## config.mk

```make
export PLATFORM = sky130hd
export DESIGN_NAME = hufd_dict_ram
export DESIGN_NICKNAME = d
export VERILOG_FILES = /design/src/design/huffman_tree_byte_decoder_assert.svh /design/src/design/hufd_pkg.sv /design/src/design/hufd_dict_ram.sv
export SDC_FILE = /design/constraint.sdc
export NUM_CORES = 2
export LEC_CHECK = 0
export BUFFER_PORTS_ARGS = -buffer_cell sky130_fd_sc_hd__buf_2
export CELL_PAD_IN_SITES_DETAIL_PLACEMENT = 0
export CELL_PAD_IN_SITES_GLOBAL_PLACEMENT = 1
export CORE_MARGIN = 2
export CORE_UTILIZATION = 40
export CTS_CLUSTER_DIAMETER = 150
export DETAILED_ROUTE_END_ITERATION = 8
export GPL_TIMING_DRIVEN = 0
export PLACE_DENSITY = 0.58
export SLEW_MARGIN = 0
export SYNTH_ARGS = -nofsm -noshare
export SYNTH_HDL_FRONTEND = slang
export SYNTH_MEMORY_MAX_BITS = 65536
export SYNTH_SLANG_ARGS = --single-unit
```

## constraint.sdc

```tcl
create_clock -name i_clk -period 3.1 [get_ports i_clk]
set_clock_uncertainty 0.2 [all_clocks]
set_input_delay 0.155 -clock i_clk [delete_from_list [all_inputs] [get_ports i_clk]]
set_output_delay 0.155 -clock i_clk [all_outputs]
set_load 0.05 [all_outputs]
```

## src/design/huffman_tree_byte_decoder_assert.svh

```systemverilog
// Assertion macros shared by the decoder modules
`ifndef HUFFMAN_TREE_BYTE_DECODER_ASSERT_SVH
`define HUFFMAN_TREE_BYTE_DECODER_ASSERT_SVH

// ante holds -> cons holds in the same cycle
`define HUFD_ASSERT_IMP(lbl, clk, rst_n, ante, cons) \
    lbl: assert property (@(posedge clk) disable iff (!rst_n) (ante) |-> (cons)) \
        else $error("hufd assertion failed");

// ante holds -> cons holds in the next cycle
`define HUFD_ASSERT_NXT(lbl, clk, rst_n, ante, cons) \
    lbl: assert property (@(posedge clk) disable iff (!rst_n) (ante) |=> (cons)) \
        else $error("hufd assertion failed");

`endif

```

## src/design/hufd_pkg.sv

```systemverilog
package hufd_pkg;

    localparam int WORD_W     = 9;
    localparam int ADDR_W     = 9;
    localparam int WORD_COUNT = 512;
    localparam int NODE_W     = 8;
    localparam int BYTE_W     = 8;
    localparam int CMD_W      = 2;

    localparam int ROOT_NODE_DEF   = 254;
    localparam int LENGTH_BITS_DEF = 24;

    // tdata bits other than the length: index, value, data byte
    localparam int IN_FIXED_W = 2 * WORD_W + BYTE_W;

    localparam logic [CMD_W-1:0] CMD_LOAD  = 2'd0;
    localparam logic [CMD_W-1:0] CMD_START = 2'd1;
    localparam logic [CMD_W-1:0] CMD_DATA  = 2'd2;

    typedef struct packed {
        logic              en;
        logic [ADDR_W-1:0] addr;
        logic [WORD_W-1:0] data;
    } t_wr_req;

    typedef struct packed {
        logic              en;
        logic [ADDR_W-1:0] addr;
    } t_rd_req;

    typedef struct packed {
        logic              valid;
        logic [BYTE_W-1:0] out_byte;
        logic              last;
    } t_emit;

endpackage

```

## src/design/hufd_dict_ram.sv

```systemverilog
module hufd_dict_ram (
    input  logic               i_clk,
    input  hufd_pkg::t_wr_req  i_wr,
    input  hufd_pkg::t_rd_req  i_rd,
    output logic [hufd_pkg::WORD_W-1:0] o_rd_word
);

    logic [hufd_pkg::WORD_W-1:0] r_mem [hufd_pkg::WORD_COUNT];
    logic [hufd_pkg::WORD_W-1:0] r_rd_word;

    always_ff @(posedge i_clk) begin
        if (i_wr.en) begin
            r_mem[i_wr.addr] <= i_wr.data;
        end
    end

    // read data holds while no read is issued, so a stalled walk keeps its word
    always_ff @(posedge i_clk) begin
        if (i_rd.en) begin
            r_rd_word <= r_mem[i_rd.addr];
        end
    end

    assign o_rd_word = r_rd_word;

endmodule

```

==> impl_summary.md <==
Outcome
The run finished, with violations left. The final reports fail on capacitance limit, setup timing.

Pwr
In this run the power density over the cells is 645 nW/µm². The switching portion of total power is a little under a quarter. Per report_power, the sequential group accounts for between 50% and 60% of the total. Cell internal power was estimated by the tool at 103 mW. The design draws 134 mW.

The power share of the clock group is 42.1%. The analysis attributes to net switching a power of 31.1 mW. In this run the static leakage power is 65.7 nW.

The portion of total power attributed to combinational logic is 6.6%. The maximum vdd drop is around 0.60 mV.

Global route
The busiest layer in global routing is met2. The via count of the first global-routing pass is ~96000. For met1 alone, demand over resource in global routing was about two fifths. For met2 alone, demand over resource in global routing was a little under half.

Global routing finished with a remaining overflow of 0. The largest net degree at the start of global routing is between 100 and 150. In the global route stage, met3 resource usage came out at under 10%. The initial antenna violation count is 88. The first global-routing pass estimated a little under 900000 µm of wire. The global router's overall resource usage is 29.5%.

Timing
The final-layout worst hold slack is between 0.02 and 0.03 ns. Setup repair after global routing could not meet its margin everywhere. Setup violations remaining at the end of the flow were counted as between 200 and 300. The max-slew violation count is 0. The achievable frequency is roughly 0.28 GHz. At the pin with the least slew margin, the transition time is about 1.5 ns.

The worst setup margin is -0.531 ns. The hold violation total from the final report is 0. The fraction of the cycle the final worst path needs is 117%. For the finished layout, the period the worst path requires is ~3.6 ns. Headroom to the max-slew limit came out at less than 1%.

Layout
In the layout the commonest cells are 4617 x sky130_fd_sc_hd__edfxtp_1, 875 x sky130_fd_sc_hd__mux2i_1, 747 x sky130_fd_sc_hd__mux4_2. The most common library cell in the layout ignoring fill and taps is sky130_fd_sc_hd__edfxtp_1. The layout cell share with drive strength beyond 1 is a little under a quarter. The number of nets in the finished design is between 9000 and 10000.

In the final layout, flip-flops and latches occupy approximately 140000 µm². The final non-filler cell total is approximately 16000. The filler cells instantiated in the layout total 37763. Relative to the synthesized area, the layout overhead comes to 15.8%.

The multi-input gate area in the final layout is slightly below 40000 µm². The final cell area excluding filler cells is 208000 µm².

Placement
The placer's final routability congestion estimate is just under 1. The worst slack at placement is -3.16 ns. Once detailed placement completed, the half-perimeter wirelength came to approximately 480000 µm. The placed cell area is between 150000 and 200000 µm².

Including well taps, the total number of placed cells is approximately 15000. The number of buffer cells added on primary ports is 31.

Setup path
In this design, the stage delay of the slowest critical-path cell is 0.81 ns. For this design, the slowest cell found on the critical path is sky130_fd_sc_hd__nand4_1. The data arrival time of the critical path is about 4.3 ns.

The critical path goes through buf_4 > buf_2 > buf_4 > buf_4 > clkbuf_8 > a21oi_1 > o21ai_1 > nand4_1 > nand4_1 > and4bb_4. On the critical path the largest part of the delay comes from simple AND/OR/NAND/NOR gates. Along the worst path, the maximum fanout reaches 10. STA classifies the critical path endpoint as a register. The buffers plus inverters on the worst setup path is 5.

The most frequent cell on the critical path is sky130_fd_sc_hd__buf_4. At the worst endpoint, the required time is 3.78 ns. The kind of start point of the critical path is an input port. The critical path is of the in -> reg type.

Clock tree
The count of clock tree sinks is ~4600. CTS placed an instance of sky130_fd_sc_hd__clkbuf_16 at the clock tree root. The maximum count of clock buffers along a single path is 4.

The post-CTS clock slew at the launch and capture registers of the worst setup and hold paths is approximately 0.060 ns. The number of H-tree levels is 5. The CTS tree is done. The number of buffers created by CTS is 469. The worst-skew pair later-pin latency is 1.07 ns.

Min path
The worst hold path class is in -> reg.

Yosys
Yosys printed 0 warnings. The combined area of all synthesized cells is 180000 µm². The combinational family with the most area after synthesis is multiplexers. Summing the areas of all compound-gate instances in the mapped netlist gives under 10% of the synthesized area.

After synthesis, the netlist uses 50 different library cells. The synthesized netlist devotes 0% of its cell area to adder and majority cells. The post-synthesis xor/xnor area fraction is 0%.

The sequential share of the synthesized area is between 70% and 80%. In this run the mean area of a mapped cell was about 20 µm². The post-synthesis instance total is between 8000 and 9000. Counting flops and latches in the post-synthesis netlist gives 4617. Of the total synthesized cell area, the portion taken by AND, OR, NAND and NOR gates is around 2.3%.

The top flip-flop cell by instance count after synthesis is sky130_fd_sc_hd__edfxtp_1. When the netlist entered floorplanning its net count stood at between 8000 and 9000. In the synthesized netlist the async set-or-reset flop fraction comes to 0%. In the synthesized netlist, mux cells make up 14.4% of the area. The number of flops mapped to enable cells by yosys is ~4600.

Routing
The first TritonRoute pass finished after 8 iterations. Detailed routing inserted a total of around 99000 vias. The detail route stage leaves a number of antenna-violating nets equal to 0. The number of vias per cell is a little over 6. The number of DRC violations after detailed-routing iteration 0 is roughly 15000.

Dividing the detail-routed wire length by the instance count gives about 43 µm. In the routed design, unresolved DRC markers number 0. Summed over all layers, the routed wires come to roughly 680000 µm.

Floorplanning
The initial standard-cell utilization of the core is between 40 and 50%. The die width is roughly 670 µm. After floorplanning, the core was sized to cover 448000 µm². The die covers 455000 µm². The number of core rows is around 250. The die extent in y is 674 µm. During I/O placement, the number of pins put on the boundary was 39.

Job
The tool flagged a number of max-cap violations equal to 1.
worst paths after layout:
check        slack [ns]       endpoint           from  depth (start not counted)
max               -0.53   o_rd_word[4]        i_rd[2]                         10
max reg2reg       -0.42   o_rd_word[4]  r_mem[111][4]                          6
min                0.03  r_mem[394][7]       i_wr[13]                          4
min reg2reg        1.20   o_rd_word[8]  r_mem[426][8]                          6
worst reg2reg max path: stages, from the launching register on:
cell and delay, ns:
sky130_fd_sc_hd__edfxtp_1 0.36, sky130_fd_sc_hd__mux4_2 0.55, sky130_fd_sc_hd__o22ai_4 0.23, sky130_fd_sc_hd__a22oi_1 0.14, sky130_fd_sc_hd__nand4_1 0.49, sky130_fd_sc_hd__nand4_1 0.73, sky130_fd_sc_hd__and4bb_4 0.56
metrics by stage:
step                      TNS [ns]  utilization (%)
after global placement           -             41.8
final                       -18.63             46.4
after floorplan                  0                -
after global routing         -1.60             46.4
after CTS                    -3.31             46.2
after detailed placement  -1662.73             42.3
flip-flops by register name, summed over array words and instances, names as in the netlist:
signal	count
r_mem	4608
o_rd_word	9
power by group through the flow:
stage	sequential [mW]	clock (mW)	combinational [mW]
2_1_floorplan	70.2	0	3.30
3_3_place_gp	70.7	0	7.84
3_5_place_dp	70.1	0	8.19
4_1_cts	68.8	56.8	8.56
5_1_grt	68.8	59.1	8.88
6_report	68.8	56.5	8.85
cell usage after synthesis (2+ instances only):
master	count	share of area, %
sky130_fd_sc_hd__and4bb_1	8	0.056
sky130_fd_sc_hd__and3_1	9	0.031
sky130_fd_sc_hd__o221ai_2	6	0.050
sky130_fd_sc_hd__nor2b_1	7	0.024
sky130_fd_sc_hd__nand2_1	125	0.26
sky130_fd_sc_hd__nor4_1	27	0.094
sky130_fd_sc_hd__o21ai_1	17	0.047
sky130_fd_sc_hd__o22ai_1	192	0.67
sky130_fd_sc_hd__buf_6	61	0.38
sky130_fd_sc_hd__a211oi_1	15	0.063
sky130_fd_sc_hd__mux4_2	747	9.4
sky130_fd_sc_hd__inv_1	3	0.0063
sky130_fd_sc_hd__o31ai_1	19	0.079
sky130_fd_sc_hd__or3_1	3	0.010
sky130_fd_sc_hd__buf_4	85	0.36
sky130_fd_sc_hd__nand4_1	66	0.23
sky130_fd_sc_hd__edfxtp_1	4617	77
sky130_fd_sc_hd__o21ai_0	128	0.36
sky130_fd_sc_hd__nand2b_1	4	0.014
sky130_fd_sc_hd__a31oi_1	13	0.045
sky130_fd_sc_hd__buf_2	84	0.23
sky130_fd_sc_hd__nand3b_1	2	0.0084
sky130_fd_sc_hd__and2_1	17	0.059
sky130_fd_sc_hd__nor3b_1	5	0.021
sky130_fd_sc_hd__a21oi_1	217	0.60
sky130_fd_sc_hd__mux2_2	17	0.11
sky130_fd_sc_hd__buf_12	6	0.067
sky130_fd_sc_hd__a22oi_1	51	0.21
sky130_fd_sc_hd__o22a_1	8	0.039
sky130_fd_sc_hd__nand3_1	25	0.070
sky130_fd_sc_hd__buf_1	63	0.13
sky130_fd_sc_hd__buf_8	20	0.17
sky130_fd_sc_hd__and4_1	8	0.039
sky130_fd_sc_hd__nor2_1	601	1.3
sky130_fd_sc_hd__mux2i_1	879	4.9
sky130_fd_sc_hd__nor3_1	46	0.13
sky130_fd_sc_hd__a221o_1	8	0.045
sky130_fd_sc_hd__clkbuf_1	243	0.51
sky130_fd_sc_hd__o221ai_1	425	2.1
layout make-up:
type | instances | share of cell area, %
Inverter | 4 | 0.00722
Timing Repair Buffer | 170 | 1.38
Tap cell | 5952 | 3.58
Clock buffer | 547 | 5.81
Buffer | 558 | 2.44
Multi-Input combinational cell | 3705 | 18.7
Sequential cell | 4617 | 66.6
Antenna cell | 33 | 0.0397
Clock inverter | 316 | 1.43
timing repair:
action	CTS	global route
hold buffers	31	0
gates resized for setup	671	255
hold endpoints to repair	2809	0
endpoints found under the setup margin	74	605
gates cloned	0	1
pin swaps	43	49
setup buffers	14	9
layer usage:
layer,share of wire (%),routed length [µm]
met1,37,255000
met2,46,314000
met3,10,70800
met4,6.0,41000
met5,0.026,180
cell families after synthesis:
logic type,count (synthesis)
DFF,4617
and+or+nand+nor,960
buffers and inverters,566
muxes,1643
AOI/OAI and AO/OA,1102
No activity file was read; power rests on OpenSTA's default activity.
