`src/design/huffman_tree_byte_decoder_assert.svh`:
```
// Assertion macros shared by the decoder modules
`ifndef HUFFMAN_TREE_BYTE_DECODER_ASSERT_SVH
`define HUFFMAN_TREE_BYTE_DECODER_ASSERT_SVH

// ante holds -> cons holds in the same cycle
`define HUFD_ASSERT_IMP(lbl, clk, rst_n, ante, cons) \
    lbl: assert property (@(posedge clk) disable iff (!rst_n) (ante) |-> (cons)) \
        else $error("hufd assertion failed");

// ante holds -> cons holds in the next cycle
`define HUFD_ASSERT_NXT(lbl, clk, rst_n, ante, cons) \
    lbl: assert property (@(posedge clk) disable iff (!rst_n) (ante) |=> (cons)) \
        else $error("hufd assertion failed");

`endif

```
`src/design/hufd_pkg.sv`:
```
package hufd_pkg;

    localparam int WORD_W     = 9;
    localparam int ADDR_W     = 9;
    localparam int WORD_COUNT = 512;
    localparam int NODE_W     = 8;
    localparam int BYTE_W     = 8;
    localparam int CMD_W      = 2;

    localparam int ROOT_NODE_DEF   = 254;
    localparam int LENGTH_BITS_DEF = 24;

    // tdata bits other than the length: index, value, data byte
    localparam int IN_FIXED_W = 2 * WORD_W + BYTE_W;

    localparam logic [CMD_W-1:0] CMD_LOAD  = 2'd0;
    localparam logic [CMD_W-1:0] CMD_START = 2'd1;
    localparam logic [CMD_W-1:0] CMD_DATA  = 2'd2;

    typedef struct packed {
        logic              en;
        logic [ADDR_W-1:0] addr;
        logic [WORD_W-1:0] data;
    } t_wr_req;

    typedef struct packed {
        logic              en;
        logic [ADDR_W-1:0] addr;
    } t_rd_req;

    typedef struct packed {
        logic              valid;
        logic [BYTE_W-1:0] out_byte;
        logic              last;
    } t_emit;

endpackage

```
`src/design/hufd_walker.sv`:
```
module hufd_walker #(
    parameter int ROOT_NODE   = hufd_pkg::ROOT_NODE_DEF,
    parameter int LENGTH_BITS = hufd_pkg::LENGTH_BITS_DEF
) (
    input  logic                          i_clk,
    input  logic                          i_rst_n,
    input  logic                          i_valid,
    output logic                          o_ready,
    input  logic [hufd_pkg::CMD_W-1:0]    i_cmd,
    input  logic [hufd_pkg::ADDR_W-1:0]   i_dict_index,
    input  logic [hufd_pkg::WORD_W-1:0]   i_dict_value,
    input  logic [LENGTH_BITS-1:0]        i_out_length,
    input  logic [hufd_pkg::BYTE_W-1:0]   i_data_byte,
    output hufd_pkg::t_wr_req             o_wr,
    output hufd_pkg::t_rd_req             o_rd,
    input  logic [hufd_pkg::WORD_W-1:0]   i_rd_word,
    input  logic                          i_out_free,
    output hufd_pkg::t_emit               o_emit
);

    `include "huffman_tree_byte_decoder_assert.svh"

    typedef enum logic {S_IDLE, S_WALK} t_state;

    localparam logic [hufd_pkg::NODE_W-1:0] ROOT = hufd_pkg::NODE_W'(ROOT_NODE);
    localparam int IDX_W = $clog2(hufd_pkg::BYTE_W);
    localparam logic [IDX_W-1:0] LAST_IDX = IDX_W'(hufd_pkg::BYTE_W - 1);

    t_state                        r_state;
    logic [hufd_pkg::BYTE_W-1:0]   r_shift;
    logic [IDX_W-1:0]              r_bit_idx;
    logic [hufd_pkg::NODE_W-1:0]   r_node;
    logic [LENGTH_BITS-1:0]        r_bytes_left;

    logic                          accept;
    logic                          is_leaf;
    logic                          advance;
    logic                          done;
    logic [LENGTH_BITS-1:0]        left_dec;
    logic [LENGTH_BITS-1:0]        step_left;
    logic [hufd_pkg::NODE_W-1:0]   step_node;
    logic                          data_go;

    assign o_ready  = (r_state == S_IDLE);
    assign accept   = i_valid && o_ready;
    assign data_go  = accept && (i_cmd == hufd_pkg::CMD_DATA) && (r_bytes_left != '0);

    // top bit of a child word set means an inner node
    assign is_leaf   = !i_rd_word[hufd_pkg::WORD_W-1];
    assign advance   = (r_state == S_WALK) && (!is_leaf || i_out_free);
    assign left_dec  = r_bytes_left - LENGTH_BITS'(1);
    assign step_left = is_leaf ? left_dec : r_bytes_left;
    assign step_node = is_leaf ? ROOT : i_rd_word[hufd_pkg::NODE_W-1:0];
    assign done      = (r_bit_idx == LAST_IDX) || (step_left == '0);

    always_comb begin
        o_wr.en   = accept && (i_cmd == hufd_pkg::CMD_LOAD);
        o_wr.addr = i_dict_index;
        o_wr.data = i_dict_value;

        o_rd.en   = 1'b0;
        o_rd.addr = {r_node, i_data_byte[0]};
        if (data_go) begin
            o_rd.en = 1'b1;
        end else if (advance && !done) begin
            o_rd.en   = 1'b1;
            o_rd.addr = {step_node, r_shift[1]};
        end

        o_emit.valid    = advance && is_leaf;
        o_emit.out_byte = i_rd_word[hufd_pkg::BYTE_W-1:0];
        o_emit.last     = (left_dec == '0);
    end

    always_ff @(posedge i_clk) begin
        if (!i_rst_n) begin
            r_state      <= S_IDLE;
            r_bit_idx    <= '0;
            r_node       <= ROOT;
            r_bytes_left <= '0;
        end else begin
            case (r_state)
                S_IDLE: begin
                    if (accept && (i_cmd == hufd_pkg::CMD_START)) begin
                        r_bytes_left <= i_out_length;
                        r_node       <= ROOT;
                    end
                    if (data_go) begin
                        r_shift   <= i_data_byte;
                        r_bit_idx <= '0;
                        r_state   <= S_WALK;
                    end
                end
                S_WALK: begin
                    if (advance) begin
                        r_node       <= step_node;
                        r_bytes_left <= step_left;
                        r_shift      <= r_shift >> 1;
                        r_bit_idx    <= r_bit_idx + IDX_W'(1);
                        if (done) begin
                            r_bit_idx <= '0;
                            r_state   <= S_IDLE;
                        end
                    end
                end
                default: begin
                    r_state <= S_IDLE;
                end
            endcase
        end
    end

    `HUFD_ASSERT_IMP(a_walk_has_length, i_clk, i_rst_n, r_state == S_WALK, r_bytes_left != '0)
    `HUFD_ASSERT_IMP(a_idle_idx_clear, i_clk, i_rst_n, r_state == S_IDLE, r_bit_idx == '0)
    `HUFD_ASSERT_NXT(a_data_starts_walk, i_clk, i_rst_n, data_go, r_state == S_WALK)
    `HUFD_ASSERT_IMP(a_read_not_on_load, i_clk, i_rst_n, o_wr.en, !o_rd.en)

endmodule

```
`config.mk`:
```
export PLATFORM = sky130hd
export DESIGN_NAME = hufd_walker
export DESIGN_NICKNAME = d
export VERILOG_FILES = /design/src/design/hufd_pkg.sv /design/src/design/hufd_walker.sv
export VERILOG_INCLUDE_DIRS = /design/src /design/src/design
export SDC_FILE = /design/constraint.sdc
export NUM_CORES = 1
export LEC_CHECK = 0
export ABC_CLOCK_PERIOD_IN_PS = 4300
export BUFFER_PORTS_ARGS = -buffer_cell sky130_fd_sc_hd__buf_4
export CORE_MARGIN = 2
export CORE_UTILIZATION = 40
export DETAILED_ROUTE_END_ITERATION = 10
export PLACE_DENSITY = 0.75
export SETUP_SLACK_MARGIN = 0.2
export SYNTH_ARGS = -nofsm -noshare
export SYNTH_HDL_FRONTEND = slang
export SYNTH_SLANG_ARGS = --single-unit
```
`constraint.sdc`:
```
create_clock -name i_clk -period 4.3 [get_ports i_clk]
set_clock_uncertainty 0.2 [all_clocks]
set_input_delay 0.215 -clock i_clk [delete_from_list [all_inputs] [get_ports i_clk]]
set_output_delay 0.215 -clock i_clk [all_outputs]
set_load 0.03 [all_outputs]
```
==> results of run 1 <==
## synth_stat cells, types with 7 or more instances
| cell type | count |
|---|---|
| edfxtp_1 | 7 |
| nand2_1 | 36 |
| buf_4 | 27 |
| nand3_1 | 7 |
| dfxtp_1 | 36 |
| inv_1 | 7 |
| o22ai_1 | 16 |
| a21oi_1 | 33 |
| nor3_1 | 15 |
| nor2_1 | 41 |
| o32a_1 | 7 |
| o21ai_0 | 16 |
| clkbuf_1 | 23 |
| mux2_2 | 8 |
## area by class of cell
cell class | count | area (µm²)
Fill cell | 754 | 3900
Multi-Input combinational cell | 278 | 1800
Sequential cell | 43 | 931
Timing Repair Buffer | 90 | 718
Tap cell | 102 | 128
Clock buffer | 6 | 82.6
Inverter | 8 | 30.0
Clock inverter | 2 | 16.3
## layer usage
layer  track usage  up-vias
met3        0.0435       12
met5             0        -
li1              -     1479
met1         0.267     1432
met2         0.328      132
met4        0.0597        0
## state kept, by name (all words and copies together) (netlist names)
| register | flops |
|---|---|
| r_state | 1 |
| r_bytes_left | 24 |
| r_bit_idx | 3 |
| r_shift | 7 |
| r_node | 8 |
## path summary, 6_finish.rpt
check                                startpoint            to  slack (ns)  cells past startpoint
worst max-delay path            r_bytes_left[0]       o_rd[0]        0.48                     10
worst min-delay path             i_data_byte[7]    r_shift[7]       0.006                      2
worst max register to register  r_bytes_left[0]  r_bit_idx[0]        1.09                      9
worst min register to register        r_node[0]     r_node[0]        0.26                      2
## power by group
| part | total (mW) | switching, mW | internal (mW) |
|---|---|---|---|
| clock network | 0.288 | 0.157 | 0.131 |
| registers | 0.471 | 0.0380 | 0.433 |
| logic | 0.410 | 0.234 | 0.176 |
## repair_timing
item	CTS	global route
gates resized for setup	0	0
buffers inserted	0	1
endpoints found under the hold margin	7	3
endpoints found under the setup margin	0	1
hold buffers	14	3
## critical path, stage by stage, from the launching register on
cell and delay [ns]:
dfxtp_1 0.42, inv_1 0.09, ha_1 0.30, or3b_1 0.48
nor3_1 0.27, nand4_1 0.19, a2111oi_4 0.40, a41o_4 0.39
nor2_8 0.09, mux2_4 0.30, buf_4 0.17
## cells by family after synthesis
logic type / count (synthesis) / share of synthesized area
buffers and inverters: 63 / 0.115
muxes: 9 / 0.0340
adders and majority gates: 4 / 0.0162
AOI/OAI and AO/OA: 113 / 0.253
xor gates and xnor gates: 8 / 0.0227
and+or+nand+nor: 144 / 0.257
DFF: 43 / 0.301
==> run metrics, run 1 <==
library cells used by synthesis 64; IO Count 105; Fmax 262 MHz; Worst slew margin 0.294; antenna fix cells 0; most frequent cells in the layout buf_4 (73), nor2_1 (41), nand2_1 (36), dfxtp_1 (36), a21oi_1 (33); Pwr Density 315 nW/µm²; final setup TNS 0 ns; crit path DAT 3.40 ns; final hold viol count 0; clk sinks 43; synthesized area 3090 µm²; # rows 32; final core utilization 0.488; ranking of synthesized cells by area dfxtp_1 (23%), edfxtp_1 (6.8%), buf_4 (6.6%); yosys warns 0; FFs w/ async S/R, synth 0; drt total wl 8.51 mm; Post-DP HPWL 5.82 mm; number of max-cap violations 0; syn nets 453; first-pass detailed-route iteration total 5; largest net degree at the start of global routing 42; HP Class primary input to register; initial antenna violation count 0; sequential share of the synthesized area 0.301; Worst setup SP type register; pins over their slew limit 0; Seq cells post-synth 43; Final setup violation count 0; DIE HEIGHT 91.9 µm; routability cong. 0.871; min cycle time layout 3.82 ns; Synth-to-Final Area Change 20.0%; metal3 WL 604 µm; status finished clean; global-route wire length before repair 13.9 mm; pre-CTS setup slack 0.786 ns; Area after DPL 3430 µm²; Root Driver clkbuf_8; Nets 495; gr usage total 0.201; cts bufs inserted 5; worst path required time 3.88 ns; vias in the first global route 2,833; Primary FF master, synth dfxtp_1; WS Path Type register to output pin; syn avg cell area 8.05 µm²; H-tree levels 2; Max rail drop VDD 0.108 mV; Synth area leader dfxtp_1; post-synthesis instance total 384; Clock transition at path regs 0.09 ns; clock tree buffer depth 2; Via density 5.78; placed cells 503; hold slack 0.00617 ns; Final Cell Area 3710 µm²; Design Power 1.17 mW; antenna viol nets, final 0; DRC violations left 0; unrepaired setup endpoints after global routing no; total gr overflow 0; DR top layer met4; commonest non-fill, non-tap cell in the layout buf_4; Non-Filler Instances 529; input/output buffers 68; Starting Density 0.406; CP max FO 12; layout cells sized above 1 0.248; CTS tree built; Synth top area share 0.233; core area 7610 µm²; Horiz. Die Dim 91.9 µm; M1 wire length 3.78 mm; Worst Max-Slew Pin Slew 1.06 ns; Leakage 1.40 nW; WL/cell 16.1 µm; clock latency on the worst-skew pair 0.31 ns; Post-synth EDFFs 7; routed vias 3,055; setup ws final 0.480 ns; drt initial violations 186; full die area 8450 µm²; routed wl met2 4.00 mm; Crit. End Element output pin; final critical-path share of the clock period 0.888
Note: power is estimated with default switching activity, not from simulation.
==> inputs of run 2 (changes only) <==
--- a/config.mk
+++ b/config.mk
@@ -6,12 +6,13 @@
 export SDC_FILE = /design/constraint.sdc
 export NUM_CORES = 1
 export LEC_CHECK = 0
-export ABC_CLOCK_PERIOD_IN_PS = 4300
+export ABC_CLOCK_PERIOD_IN_PS = 3500
 export BUFFER_PORTS_ARGS = -buffer_cell sky130_fd_sc_hd__buf_4
 export CORE_MARGIN = 2
 export CORE_UTILIZATION = 40
 export DETAILED_ROUTE_END_ITERATION = 10
-export PLACE_DENSITY = 0.75
+export HOLD_SLACK_MARGIN = 0.02
+export PLACE_DENSITY = 0.77
 export SETUP_SLACK_MARGIN = 0.2
 export SYNTH_ARGS = -nofsm -noshare
 export SYNTH_HDL_FRONTEND = slang
==> constraint.sdc (replaced) <==
create_clock -name i_clk -period 3.5 [get_ports i_clk]
set_clock_uncertainty 0.2 [all_clocks]
set_input_delay 0.175 -clock i_clk [delete_from_list [all_inputs] [get_ports i_clk]]
set_output_delay 0.175 -clock i_clk [all_outputs]
set_load 0.03 [all_outputs]
==> run metrics, run 2 (synthesis results as in run 1) <==
status finished clean; slowest CP cell dfxtp_4; CTS tree built; clock tree buffer depth 2; largest net degree at the start of global routing 50; HP Class primary input to register; Design Power 1.60 mW; Fill cells 728; WL/cell 16.5 µm; # rows 32; CP max FO 9; Horiz. Die Dim 91.9 µm; global-route wire length before repair 14.4 mm; DIE HEIGHT 91.9 µm; final critical-path share of the clock period 0.949; Area after DPL 3470 µm²; crit path DAT 2.95 ns; clk sinks 43; initial antenna violation count 0; DRC violations left 0; Fmax 301 MHz; Via density 5.78; IO Count 105; pre-CTS setup slack 0.114 ns; commonest non-fill, non-tap cell in the layout buf_4; Clock transition at path regs 0.09 ns; routability cong. 0.917; antenna viol nets, final 0; Final Cell Area 4120 µm²; CP top delay family simple AND/OR/NAND/NOR gates; Worst Max-Slew Pin Slew 0.848 ns; number of max-cap violations 0; Nets 529; unrepaired setup endpoints after global routing yes; Most flops, register r_bytes_left; Final setup violation count 0; final hold viol count 0; Root Driver clkbuf_8; Pwr Density 389 nW/µm²; core area 7610 µm²; full die area 8450 µm²; biggest regs r_bytes_left: 24 flops, r_node: 8 flops, r_shift: 7 flops; Leakage 1.60 nW; CP peak stage delay 0.38 ns; antenna fix cells 0; worst path cell trace inv_4 > ha_4 > nor4b_4 > buf_4 > nand4b_1 > xnor2_2 > nor4_2 > a41o_4 > nor2_8 > mux2_4 > buf_6; Post-DP HPWL 5.95 mm; WP buf/inv 3; vias in the first global route 2,952; WS Path Type register to output pin; min cycle time layout 3.32 ns; gr usage total 0.208; cts bufs inserted 5; first-pass detailed-route iteration total 5; layout cells sized above 1 0.319; input/output buffers 68; Largest register FFs 24; H-tree levels 2; Worst slew margin 0.434; Crit. End Element output pin; Max rail drop VDD 0.164 mV; Synth-to-Final Area Change 33.4%; total gr overflow 0; final setup TNS 0 ns; pins over their slew limit 0; setup ws final 0.177 ns; clock latency on the worst-skew pair 0.31 ns; final core utilization 0.542; Starting Density 0.406; Worst setup SP type register; drt initial violations 296; routed vias 3,255; worst path required time 3.12 ns; drt total wl 9.27 mm; most frequent cells in the layout buf_4 (89), nor2_1 (41), nand2_1 (36)
-- run 2: changes by cell type in the layout (fill, tap and decap cells not counted), sizes merged --
cell	delta
clkinv	-1
bufinv	+1
dlygate4sd3	+9
buf	+25
-- run 2: metrics by stage --
step           std cells  hold WS (ns)
6_report             563        0.0340
2_1_floorplan        384        0.0967
3_5_place_dp         508         0.150
5_1_grt              563        0.0396
4_1_cts              553        0.0282
3_3_place_gp         508         0.150
-- run 2: cell type report --
class | count | area (µm²) | share of cell area
tap | 102 | 128 | 0.0309
inverter | 8 | 35.0 | 0.00850
timing repair buffer | 124 | 1030 | 0.250
multi-input combinational | 278 | 1880 | 0.455
clock inverter | 2 | 37.5 | 0.00910
clock buffer | 6 | 72.6 | 0.0176
sequential | 43 | 945 | 0.229
-- run 2: routing by layer --
layer  track usage  share of wire  up-vias
met2         0.339           0.48      151
met1         0.280           0.44     1536
met4        0.0634          0.016        0
met5             0              0        -
li1              -              -     1547
met3        0.0394          0.064       21
-- run 2: repair_timing --
item	CTS	global route
endpoints found under the setup margin	10	10
endpoints found under the hold margin	22	0
hold buffers	26	0
pin swaps	10	9
setup buffers	11	10
gates resized for setup	17	18
-- run 2: final timing paths --
kind | start | end | slack, ns | cells past startpoint
hold / removal | i_out_length[13] | r_bytes_left[13] | 0.03 | 5
setup reg to reg | r_bytes_left[1] | r_bit_idx[0] | 0.47 | 12
hold reg to reg | r_node[0] | r_node[0] | 0.26 | 2
setup / recovery | r_bytes_left[1] | o_rd[0] | 0.18 | 11
-- run 2: worst min-delay path, cell delays in order --
cell,delay (ns)
buf_4,0.08
a21oi_1,0.05
nor2_1,0.08
a21oi_1,0.04
nor2_1,0.07
-- run 2: report_power, final --
part	switching, mW	internal (mW)	total, mW
logic	0.328	0.292	0.620
clock network	0.191	0.213	0.404
registers	0.0451	0.533	0.578
==> inputs of run 3 (changes only) <==
--- a/config.mk
+++ b/config.mk
@@ -6,13 +6,15 @@
 export SDC_FILE = /design/constraint.sdc
 export NUM_CORES = 1
 export LEC_CHECK = 0
+export ABC_AREA = 1
 export ABC_CLOCK_PERIOD_IN_PS = 3500
 export BUFFER_PORTS_ARGS = -buffer_cell sky130_fd_sc_hd__buf_4
+export CAP_MARGIN = 30
 export CORE_MARGIN = 2
-export CORE_UTILIZATION = 40
+export CORE_UTILIZATION = 45
 export DETAILED_ROUTE_END_ITERATION = 10
 export HOLD_SLACK_MARGIN = 0.02
-export PLACE_DENSITY = 0.77
+export PLACE_DENSITY = 0.83
 export SETUP_SLACK_MARGIN = 0.2
 export SYNTH_ARGS = -nofsm -noshare
 export SYNTH_HDL_FRONTEND = slang
==> run metrics, run 3 <==
Most flops, register r_bytes_left; final critical-path share of the clock period 0.877; Worst Max-Slew Pin Slew 0.868 ns; FFs w/ async S/R, synth 0; most frequent cells in the layout nand2_1 (170), buf_4 (76), nor2_1 (48); clk sinks 43; Sw Ratio 0.397; HP Class primary input to register; vias in the first global route 3,482; Synth-to-Final Area Change 20.7%; DRC violations left 0; routed vias 3,751; clock group share of total power 0.241; sequential share of the synthesized area 0.268; Worst slew margin 0.421; Post-DP HPWL 6.69 mm; full die area 8430 µm²; synthesized area 3470 µm²; Final Cell Area 4190 µm²; Post-synth EDFFs 7; sequential share of power 0.346; core area 7610 µm²; number of max-cap violations 0; syn avg cell area 6.45 µm²; crit path from r_bytes_left[0]; most frequent cell after synthesis nand2_1; placed cells 663; Root Driver clkbuf_8; Max rail drop VDD 0.204 mV; Net Switching 0.665 mW; Fmax 326 MHz; initial antenna violation count 0; Commonest cells post-synth nand2_1 (170), nor2_1 (48), inv_1 (47); drt total wl 9.61 mm; Non-Filler Instances 694; Largest register FFs 24; antenna fix cells 0; FF-to-FF Start r_state; drt initial violations 351; Crit. End Element output pin; cells on worst reg2reg path 8; cell internal pwr 1.01 mW; min cycle time layout 3.07 ns; Seq cells post-synth 43; input/output buffers 68; biggest regs r_bytes_left: 24 flops, r_node: 8 flops, r_shift: 7 flops; clock latency on the worst-skew pair 0.31 ns; Starting Density 0.456; final setup TNS 0 ns; Leakage 2.06 nW; unrepaired setup endpoints after global routing no; status finished clean; gr usage total 0.222; syn nets 607; ranking of synthesized cells by area dfxtp_1 (21%), nand2_1 (18%), edfxtp_1 (6.1%); Horiz. Die Dim 91.8 µm; DIE HEIGHT 91.8 µm; library cells used by synthesis 38; Nets 660; total gr overflow 0; Logic pwr share 0.413; Via density 5.40; Fill cells 714; routability cong. 1.01; Clock transition at path regs 0.09 ns; antenna viol nets, final 0; Final setup violation count 0; reg-to-reg setup timing slack 0.48 ns; Worst setup SP type register; clock tree buffer depth 2; pins over their slew limit 0; yosys warns 0; Area after DPL 3830 µm²; # rows 32; post-synthesis instance total 538; hold slack 0.0166 ns; Pwr Density 400 nW/µm²; layout cells sized above 1 0.213; first-pass detailed-route iteration total 5; Primary FF master, synth dfxtp_1; Synth area leader dfxtp_1; WL/cell 13.8 µm; cts bufs inserted 5; H-tree levels 2; final hold viol count 0; commonest non-fill, non-tap cell in the layout nand2_1; crit path DAT 2.69 ns; CP endpoint o_rd[4]; worst path required time 3.12 ns; CTS tree built; worst reg2reg path endpoint r_bytes_left[16]; Synth top area share 0.208; CP max FO 10; WS Path Type register to output pin; global-route wire length before repair 15.5 mm; largest net degree at the start of global routing 39; IO Count 105
[run 3: cell count changes in the layout (fill, tap and decap cells not counted), sizes merged, moves of 8 or more]
cell         before  now
o211ai            0    9
o22ai            16    0
nand3             8   44
nor3             16    3
nand2            37  177
buf              98   76
nor2             42   64
mux2              9    0
o21ai            16   27
a221oi            1   13
inv               7   48
dlygate4sd3      26   18
[run 3: power groups by stage]
stage | logic [mW] | registers [mW] | clock network, mW
after floorplan | 0.533 | 0.578 | 0
after global placement | 0.645 | 0.588 | 0
after detailed placement | 0.652 | 0.588 | 0
after CTS | 0.672 | 0.577 | 0.407
after global routing | 0.769 | 0.583 | 0.423
final | 0.692 | 0.578 | 0.404
[run 3: what timing repair did]
action / in CTS / in global routing
resized for setup: 0 / 3
endpoints found under the hold margin: 16 / 0
setup endpoints to repair: 0 / 10
buffers inserted: 0 / 4
hold buffers: 18 / 0
[run 3: worst max-delay path, cell delays in order (launching register included)]
cell     delay (ns)
dfxtp_1        0.34
inv_1          0.20
ha_4           0.21
nand2_4        0.09
nor2_8         0.17
nand2_2        0.09
nand2_1        0.08
nand3_1        0.09
nand2_1        0.09
nand2_1        0.05
nor2_1         0.13
nand2_1        0.08
nor2_2         0.15
nand2_4        0.10
nand3_4        0.13
buf_4          0.13
o21ai_2        0.05
buf_4          0.17
[run 3: how the worst min path moves through the flow]
stage                          start               end  slack, ns  depth (start not counted)
floorplan                    i_rst_n      r_bit_idx[1]       0.11                          2
global placement     i_dict_index[2]          o_wr[11]       0.15                          0
detailed placement   i_dict_index[2]          o_wr[11]       0.15                          0
CTS                 i_out_length[21]  r_bytes_left[21]       0.02                          5
global route        i_out_length[21]  r_bytes_left[21]       0.05                          5
finish               i_out_length[3]   r_bytes_left[3]       0.02                          5
[run 3: logic make-up (layout without fill, tap and decap cells)]
family	Yosys count	after routing	synth area share
xor+xnor	6	6	0.0173
fa+ha+maj	4	4	0.0144
compound gates	87	87	0.168
flops	43	43	0.268
buf+inv	97	150	0.141
simple gates	301	302	0.391
[run 3: routing by layer]
metal,global-route usage,wire length [µm]
met1,0.271,4070
met2,0.394,4750
met3,0.0362,584
met4,0.0784,199
met5,0,0
[run 3: cell type report]
class	instances	area [µm²]	area share
Multi-Input combinational cell	399	2080	0.498
Sequential cell	43	931	0.222
Timing Repair Buffer	94	751	0.179
Inverter	48	180	0.0430
Tap cell	102	128	0.0305
Clock buffer	5	68.8	0.0164
Clock inverter	3	43.8	0.0105
[run 3: through the flow]
stage / power, mW / util / setup WS, ns
finish: 1.67 / 0.550 / 0.430
floorplan: 1.11 / - / 1.00
detailed placement: 1.24 / 0.504 / 0.618
global placement: 1.23 / 0.504 / 0.741
CTS: 1.66 / 0.542 / 0.283
global route: 1.78 / 0.550 / 0.201
